File: src/rtl/date_difference_days_top_assert.svh
// assertion macros for the date difference block
`ifndef DATE_DIFFERENCE_DAYS_TOP_ASSERT_SVH
`define DATE_DIFFERENCE_DAYS_TOP_ASSERT_SVH

// same-cycle implication, disabled in reset
`define DDD_ASSERT_NOW(label, ante, cons, msg) \
  label: assert property (@(posedge clk_i) disable iff (!rst_ni) (ante) |-> (cons)) \
    else $error(msg);

// next-cycle implication, disabled in reset
`define DDD_ASSERT_NEXT(label, ante, cons, msg) \
  label: assert property (@(posedge clk_i) disable iff (!rst_ni) (ante) |=> (cons)) \
    else $error(msg);

`endif

File: src/rtl/dtdiff_pkg.sv
package dtdiff_pkg;

  localparam int unsigned DayW   = 5;
  localparam int unsigned MonthW = 4;
  localparam int unsigned YearW  = 14;
  localparam int unsigned SpanW  = 22;
  localparam int unsigned OrdW   = 23;
  localparam int unsigned Q100W  = 8;

  localparam int unsigned InDataW  = 48;
  localparam int unsigned OutDataW = 24;

  localparam logic [YearW-1:0]  YearMax  = 14'd9999;
  localparam logic [MonthW-1:0] MonthFeb = 4'd2;
  localparam logic [MonthW-1:0] MonthDec = 4'd12;
  localparam logic [SpanW-1:0]  SpanMax  = 22'd3652058;

  // x / 100 == (x * 5243) >> 19 for every 14-bit x
  localparam logic [12:0] Div100Mul   = 13'd5243;
  localparam int unsigned Div100Shift = 19;
  localparam int unsigned ProdW       = YearW + 13;

  typedef struct packed {
    logic [DayW-1:0]   day;
    logic [MonthW-1:0] month;
    logic [YearW-1:0]  year;
  } date_t;

  // days in a month of a common year, 0 for codes that are no month
  function automatic logic [DayW-1:0] month_len(input logic [MonthW-1:0] m);
    logic [DayW-1:0] len;
    case (m)
      4'd1, 4'd3, 4'd5, 4'd7, 4'd8, 4'd10, 4'd12: len = 5'd31;
      4'd4, 4'd6, 4'd9, 4'd11:                     len = 5'd30;
      4'd2:                                        len = 5'd28;
      default:                                     len = 5'd0;
    endcase
    return len;
  endfunction

  // days of a common year that come before the month
  function automatic logic [8:0] days_before(input logic [MonthW-1:0] m);
    logic [8:0] n;
    case (m)
      4'd1:    n = 9'd0;
      4'd2:    n = 9'd31;
      4'd3:    n = 9'd59;
      4'd4:    n = 9'd90;
      4'd5:    n = 9'd120;
      4'd6:    n = 9'd151;
      4'd7:    n = 9'd181;
      4'd8:    n = 9'd212;
      4'd9:    n = 9'd243;
      4'd10:   n = 9'd273;
      4'd11:   n = 9'd304;
      4'd12:   n = 9'd334;
      default: n = 9'd0;
    endcase
    return n;
  endfunction

endpackage

File: src/rtl/date_difference_days_top.sv
// throughput: one date pair per cycle; each stage holds its item while the
//   next stage is full and stalled, so a stall loses or repeats nothing
// reset: rst_ni clears all stage valid bits asynchronously; data regs keep junk
// stages: reciprocal multiplies, year day count and leap test, ordinals, span
module date_difference_days_top import dtdiff_pkg::*; (
  input  logic                clk_i,
  input  logic                rst_ni,
  input  logic                s_axis_tvalid_i,
  output logic                s_axis_tready_o,
  // first_day[4:0] first_month[8:5] first_year[22:9]
  // second_day[27:23] second_month[31:28] second_year[45:32], zero pad [47:46]
  input  logic [InDataW-1:0]  s_axis_tdata_i,
  output logic                m_axis_tvalid_o,
  input  logic                m_axis_tready_i,
  // day_span[21:0], zero pad [23:22]
  output logic [OutDataW-1:0] m_axis_tdata_o,
  // dates_valid[0]
  output logic                m_axis_tuser_o
);

  // ---------------------------------------------------------------------
  // stage enables: a stage loads when it is empty or its successor moves
  // ---------------------------------------------------------------------
  logic v1_q, v2_q, v3_q, v4_q;
  logic en1, en2, en3, en4;

  assign en4 = !v4_q || m_axis_tready_i;
  assign en3 = !v3_q || en4;
  assign en2 = !v2_q || en3;
  assign en1 = !v1_q || en2;

  assign s_axis_tready_o = en1;

  always_ff @(posedge clk_i or negedge rst_ni) begin
    if (!rst_ni) begin
      v1_q <= 1'b0;
      v2_q <= 1'b0;
      v3_q <= 1'b0;
      v4_q <= 1'b0;
    end else begin
      if (en1) v1_q <= s_axis_tvalid_i;
      if (en2) v2_q <= v1_q;
      if (en3) v3_q <= v2_q;
      if (en4) v4_q <= v3_q;
    end
  end

  // unpack the two dates from the input word
  date_t in_date [2];

  assign in_date[0].day   = s_axis_tdata_i[4:0];
  assign in_date[0].month = s_axis_tdata_i[8:5];
  assign in_date[0].year  = s_axis_tdata_i[22:9];
  assign in_date[1].day   = s_axis_tdata_i[27:23];
  assign in_date[1].month = s_axis_tdata_i[31:28];
  assign in_date[1].year  = s_axis_tdata_i[45:32];

  // ---------------------------------------------------------------------
  // stage 1: multiply year and year-1 by the reciprocal of 100
  // ---------------------------------------------------------------------
  date_t            s1_date_q [2];
  logic [YearW-1:0] s1_prev_q [2];
  logic [ProdW-1:0] s1_qy_q   [2];
  logic [ProdW-1:0] s1_qp_q   [2];

  logic [YearW-1:0] s1_prev_d [2];

  always_comb begin
    for (int i = 0; i < 2; i++) begin
      // year 0 wraps here; such a date is invalid and its count unused
      s1_prev_d[i] = in_date[i].year - YearW'(1);
    end
  end

  always_ff @(posedge clk_i) begin
    if (en1) begin
      for (int i = 0; i < 2; i++) begin
        s1_date_q[i] <= in_date[i];
        s1_prev_q[i] <= s1_prev_d[i];
        s1_qy_q[i]   <= ProdW'(in_date[i].year) * ProdW'(Div100Mul);
        s1_qp_q[i]   <= ProdW'(s1_prev_d[i]) * ProdW'(Div100Mul);
      end
    end
  end

  // ---------------------------------------------------------------------
  // stage 2: leap test, date checks, days before 1 January of the year
  // ---------------------------------------------------------------------
  logic [Q100W-1:0] y100      [2];
  logic [Q100W-1:0] p100      [2];
  logic             leap_d    [2];
  logic             ok_d      [2];
  logic [DayW-1:0]  mlen      [2];
  logic [OrdW-1:0]  ydays_d   [2];

  always_comb begin
    for (int i = 0; i < 2; i++) begin
      y100[i] = s1_qy_q[i][Div100Shift +: Q100W];
      p100[i] = s1_qp_q[i][Div100Shift +: Q100W];
      // divisible by 4, and not by 100 unless also by 400
      leap_d[i] = (s1_date_q[i].year[1:0] == 2'b00) &&
                  ((15'(y100[i]) * 15'd100 != 15'(s1_date_q[i].year)) ||
                   (y100[i][1:0] == 2'b00));
      mlen[i] = month_len(s1_date_q[i].month);
      if (s1_date_q[i].month == MonthFeb && leap_d[i]) begin
        mlen[i] = 5'd29;
      end
      ok_d[i] = (s1_date_q[i].year != '0) && (s1_date_q[i].year <= YearMax) &&
                (s1_date_q[i].month != '0) && (s1_date_q[i].month <= MonthDec) &&
                (s1_date_q[i].day != '0) && (s1_date_q[i].day <= mlen[i]);
      ydays_d[i] = OrdW'(s1_prev_q[i]) * OrdW'(365)
                 + OrdW'(s1_prev_q[i][YearW-1:2])
                 - OrdW'(p100[i])
                 + OrdW'(p100[i][Q100W-1:2]);
    end
  end

  logic [DayW-1:0]   s2_day_q   [2];
  logic [MonthW-1:0] s2_month_q [2];
  logic              s2_leap_q  [2];
  logic [OrdW-1:0]   s2_ydays_q [2];
  logic              s2_ok_q;

  always_ff @(posedge clk_i) begin
    if (en2) begin
      for (int i = 0; i < 2; i++) begin
        s2_day_q[i]   <= s1_date_q[i].day;
        s2_month_q[i] <= s1_date_q[i].month;
        s2_leap_q[i]  <= leap_d[i];
        s2_ydays_q[i] <= ydays_d[i];
      end
      s2_ok_q <= ok_d[0] && ok_d[1];
    end
  end

  // ---------------------------------------------------------------------
  // stage 3: day ordinals, 1 January of year 1 counts as day 1
  // ---------------------------------------------------------------------
  logic [OrdW-1:0] ord_d [2];

  always_comb begin
    for (int i = 0; i < 2; i++) begin
      ord_d[i] = s2_ydays_q[i] + OrdW'(days_before(s2_month_q[i]))
               + OrdW'(s2_day_q[i])
               + OrdW'(s2_leap_q[i] && (s2_month_q[i] > MonthFeb));
    end
  end

  logic [OrdW-1:0] s3_ord_q [2];
  logic            s3_ok_q;

  always_ff @(posedge clk_i) begin
    if (en3) begin
      s3_ord_q[0] <= ord_d[0];
      s3_ord_q[1] <= ord_d[1];
      s3_ok_q     <= s2_ok_q;
    end
  end

  // ---------------------------------------------------------------------
  // stage 4: absolute difference, forced to zero for an invalid pair
  // ---------------------------------------------------------------------
  logic [OrdW-1:0]  diff_d;
  logic [SpanW-1:0] span_d;

  always_comb begin
    if (s3_ord_q[0] > s3_ord_q[1]) begin
      diff_d = s3_ord_q[0] - s3_ord_q[1];
    end else begin
      diff_d = s3_ord_q[1] - s3_ord_q[0];
    end
    span_d = s3_ok_q ? diff_d[SpanW-1:0] : '0;
  end

  logic [SpanW-1:0] s4_span_q;
  logic             s4_ok_q;

  always_ff @(posedge clk_i) begin
    if (en4) begin
      s4_span_q <= span_d;
      s4_ok_q   <= s3_ok_q;
    end
  end

  assign m_axis_tvalid_o = v4_q;
  assign m_axis_tdata_o  = {(OutDataW - SpanW)'(0), s4_span_q};
  assign m_axis_tuser_o  = s4_ok_q;

  // ---------------------------------------------------------------------
  // assertions
  // ---------------------------------------------------------------------
`include "date_difference_days_top_assert.svh"

  `DDD_ASSERT_NOW(a_invalid_zero, v4_q && !s4_ok_q, s4_span_q == '0, "invalid pair with nonzero span")
  `DDD_ASSERT_NOW(a_span_bound, v4_q, s4_span_q <= SpanMax, "span beyond the largest date distance")
  `DDD_ASSERT_NOW(a_ready_when_empty, !v4_q, s_axis_tready_o, "input blocked with an empty output stage")
  `DDD_ASSERT_NEXT(a_no_drop, v3_q && v4_q && !m_axis_tready_i, v3_q, "stage 3 item lost during a stall")

endmodule

File: config.mk
export PLATFORM = sky130hd
export DESIGN_NAME = date_difference_days_top
export DESIGN_NICKNAME = d
export VERILOG_FILES = /design/src/rtl/dtdiff_pkg.sv /design/src/rtl/date_difference_days_top.sv
export VERILOG_INCLUDE_DIRS = /design/src /design/src/rtl
export SDC_FILE = /design/constraint.sdc
export NUM_CORES = 2
export LEC_CHECK = 0
export ABC_AREA = 1
export BUFFER_PORTS_ARGS = -buffer_cell sky130_fd_sc_hd__buf_2
export CORE_AREA = 2 2 257 259
export CTS_CLUSTER_SIZE = 20
export DETAILED_ROUTE_END_ITERATION = 16
export DIE_AREA = 0 0 259 261
export PLACE_DENSITY = 0.84
export SLEW_MARGIN = 15
export SYNTH_ARGS = -nofsm -noshare
export SYNTH_HDL_FRONTEND = slang
export SYNTH_SLANG_ARGS = --single-unit
File: constraint.sdc
create_clock -name clk_i -period 5.7 [get_ports clk_i]
set_input_delay 0.855 -clock clk_i [delete_from_list [all_inputs] [get_ports clk_i]]
set_output_delay 0.855 -clock clk_i [all_outputs]
set_load 0.03 [all_outputs]
==> run metrics <==
Non-Filler Instances 5598; Post-route DRC 0; Detailed Route WL 91360 um; Synth area leaders ha_1, fa_1, edfxtp_1, inv_1, nand2_1; Top cell by count, worst path fa_1; Core Box Area 0.06504 mm^2; worst hold path class in -> async; pin count of the biggest net entering global routing 108; Layout Nets 5934; Final Hold Slack just over 0.06 ns; H-tree depth 1; post-route cell area roughly 0.043 mm^2; final hold vios 0; grt ovf 0; mux cell area share after synthesis 0%; slew margin rel. roughly 29%; CTS Root Cell clkbuf_16; CTS sink cnt 247; Ports slightly below 80; drt first pass iters 5; Die Y 261 um; WP buf/inv 7; max-slew violations 0; #FFs+latches synth 247; Final Critical Period 5.696 ns; commonest cells in the netlist inv_1, ha_1, nand2_1, fa_1, edfxtp_1; skew final around 0.031 ns; FF-to-FF Start s1_prev_q[0][4]; largest family of logic cells by synthesized area adder cells; Placer Congestion 0.9483; initial antenna violation count 3; port bufs 74; R2R depth 16; Worst Setup Start Kind primary input; Clk pin slew, worst setup/hold paths approximately 0.060 ns; Max FO, Critical Path 6; delay-heaviest family, CP adder cells; most common cell in the netlist inv_1; first-pass GRT wire length 147700 um; Cells after Synth 4399; outcome completed; detailed-route via count 29800; P&R area growth vs syn 11.54%; ys flop type edfxtp_1; Netlist cell types 47; Synthesis Warnings 0; unrepaired setup endpoints after global routing yes; crit path from s_axis_tdata_i[34]; M1 GR Usage about a third; CTS tree built; Critical Path Sink Type flop; hpwl dp between 70000 and 80000 um; layout cells sized above 1 roughly a tenth; Reg-to-Reg End s2_ydays_q[0][18]; row count 94; Synth Area in Compound Gates 6.122%; Least-Margin Pin Slew around 1.0 ns; Clock Tree Buf Depth 3; met3 Usage GRT roughly 2.2%; slowest CP cell fa_1; Final Cycle Share approximately 100%; post-route antenna net violation count 0; Avg Inst Size Synth 8.781 um^2; DP Area 0.04170 mm^2; number of max-cap violations 0; Synth area leader ha_1; Req. time, crit path 6.02 ns; DRT iter0 DRCs 1840; crit path DAT 6.01 ns; number of flops mapped to enable cells by yosys between 200 and 250; CP peak stage delay 0.55 ns; Simple-Gate Fraction of Synth Area 13.42%; total track usage 27.09%; worst skew pair latency 0.59 ns; Via-to-Cell Ratio 5.323; post-synthesis xor/xnor area fraction 3.832%; met2 Track Usage GR 50.24%; Synth Cell Area between 0.03 and 0.04 mm^2; number of buffers created by CTS 29; dpl cells 5526; endpoints failing setup 0; vias in the first global route 30860; die width roughly 260 um; routed len/inst 16.32 um; area share of fa/ha/maj cells after synthesis a little under half; R2R setup slack approximately 0.6 ns; asr flop ratio synth 1.619%; GRT Max-Usage Layer met2; top cell type's share of synthesized area 24.04%; CP Class in -> reg; full die area 0.06760 mm^2; setup TNS 0 ns; Initial Utilization 59.39%; f_max 175.6 MHz; Seq/Total Area, Yosys 19.15%; number of hold buffers added after cts 0
==> how the worst max path moves through the flow <==
stage	end	slack, ns	depth (start not counted)
finish	s1_qp_q[0][51]	0.004	27
global route	s1_qp_q[0][53]	-0.20	28
detailed placement	s1_qp_q[0][52]	-0.59	31
CTS	s1_qp_q[0][52]	0.003	31
floorplan	s1_qp_q[0][52]	-0.17	30
global placement	s1_qp_q[0][52]	-0.43	31
==> cell families after synthesis <==
family                   Yosys count
other                              1
XOR/XNOR                         169
buffers and inverters           1143
flip-flops                       247
AO/OA/AOI/OAI                    427
AND/OR/NAND/NOR                 1242
adder cells (fa/ha/maj)         1170
==> routing by layer <==
layer	wire [um]	share of wire, %
met1	36740	40
met2	47310	52
met3	3686	4.0
met4	3629	4.0
met5	0	0
==> layout make-up <==
| cell class | instances | area [um^2] |
|---|---|---|
| sequential | 247 | 7397 |
| inverter | 1120 | 4224 |
| timing repair buffer | 304 | 2142 |
| fill | 4897 | 21960 |
| antenna | 1 | 2.502 |
| multi-input combinational | 3010 | 27340 |
| tap | 864 | 1081 |
| clock inverter | 18 | 151.4 |
| clock buffer | 34 | 744.5 |
==> what timing repair did <==
action | CTS | global route
buffers inserted | 0 | 19
resized for setup | 1 | 69
endpoints found under the setup margin | 2 | 15
pin swaps | 0 | 40
==> layout by cell type, fill, tap and decap left out, types with 14 or more instances in the layout <==
cell and instances:
nand2_1 720, nand2_2 17, nor2_1 209, a21oi_1 204
xor2_1 110, nor4_1 14, nand3_1 143, nor2_2 15
buf_4 227, buf_2 72, fa_1 427, nor3_1 32
xnor2_1 50, o21bai_1 16, inv_1 1103, nand4_1 61
ha_1 728, clkbuf_16 29, o21ai_0 116, a21o_1 24
edfxtp_1 243
==> state kept, by name (all words and copies together), names as in the netlist <==
name	count
m_axis_tuser_o	1
s1_prev_q	28
s1_date_q	44
s2_month_q	8
v1_q	1
v3_q	1
s1_qy_q	18
s2_ok_q	1
v2_q	1
s1_qp_q	16
s4_span_q	22
m_axis_tvalid_o	1
s2_day_q	10
s2_leap_q	2
s2_ydays_q	46
s3_ok_q	1
s3_ord_q	46
==> metrics by stage <==
step	utilization [%]	worst slack [ns]
after global routing	66.23	-0.2010
final	66.24	0.004446
after floorplan	-	-0.1700
after global placement	64.11	-0.4265
after CTS	65.49	0.003345
after detailed placement	64.11	-0.5850
==> worst register-to-register path: cells and delay by family (launching register included) <==
family	cells	cell delay, ns
compound gates	2	0.79
simple gates	4	0.53
xor+xnor	1	0.07
buf+inv	3	0.16
flops	1	0.60
fa+ha+maj	6	2.71
Power is left out: the tool's default activity adds up to more than one toggle a clock period on the data nets, which glitch-free logic cannot reach.
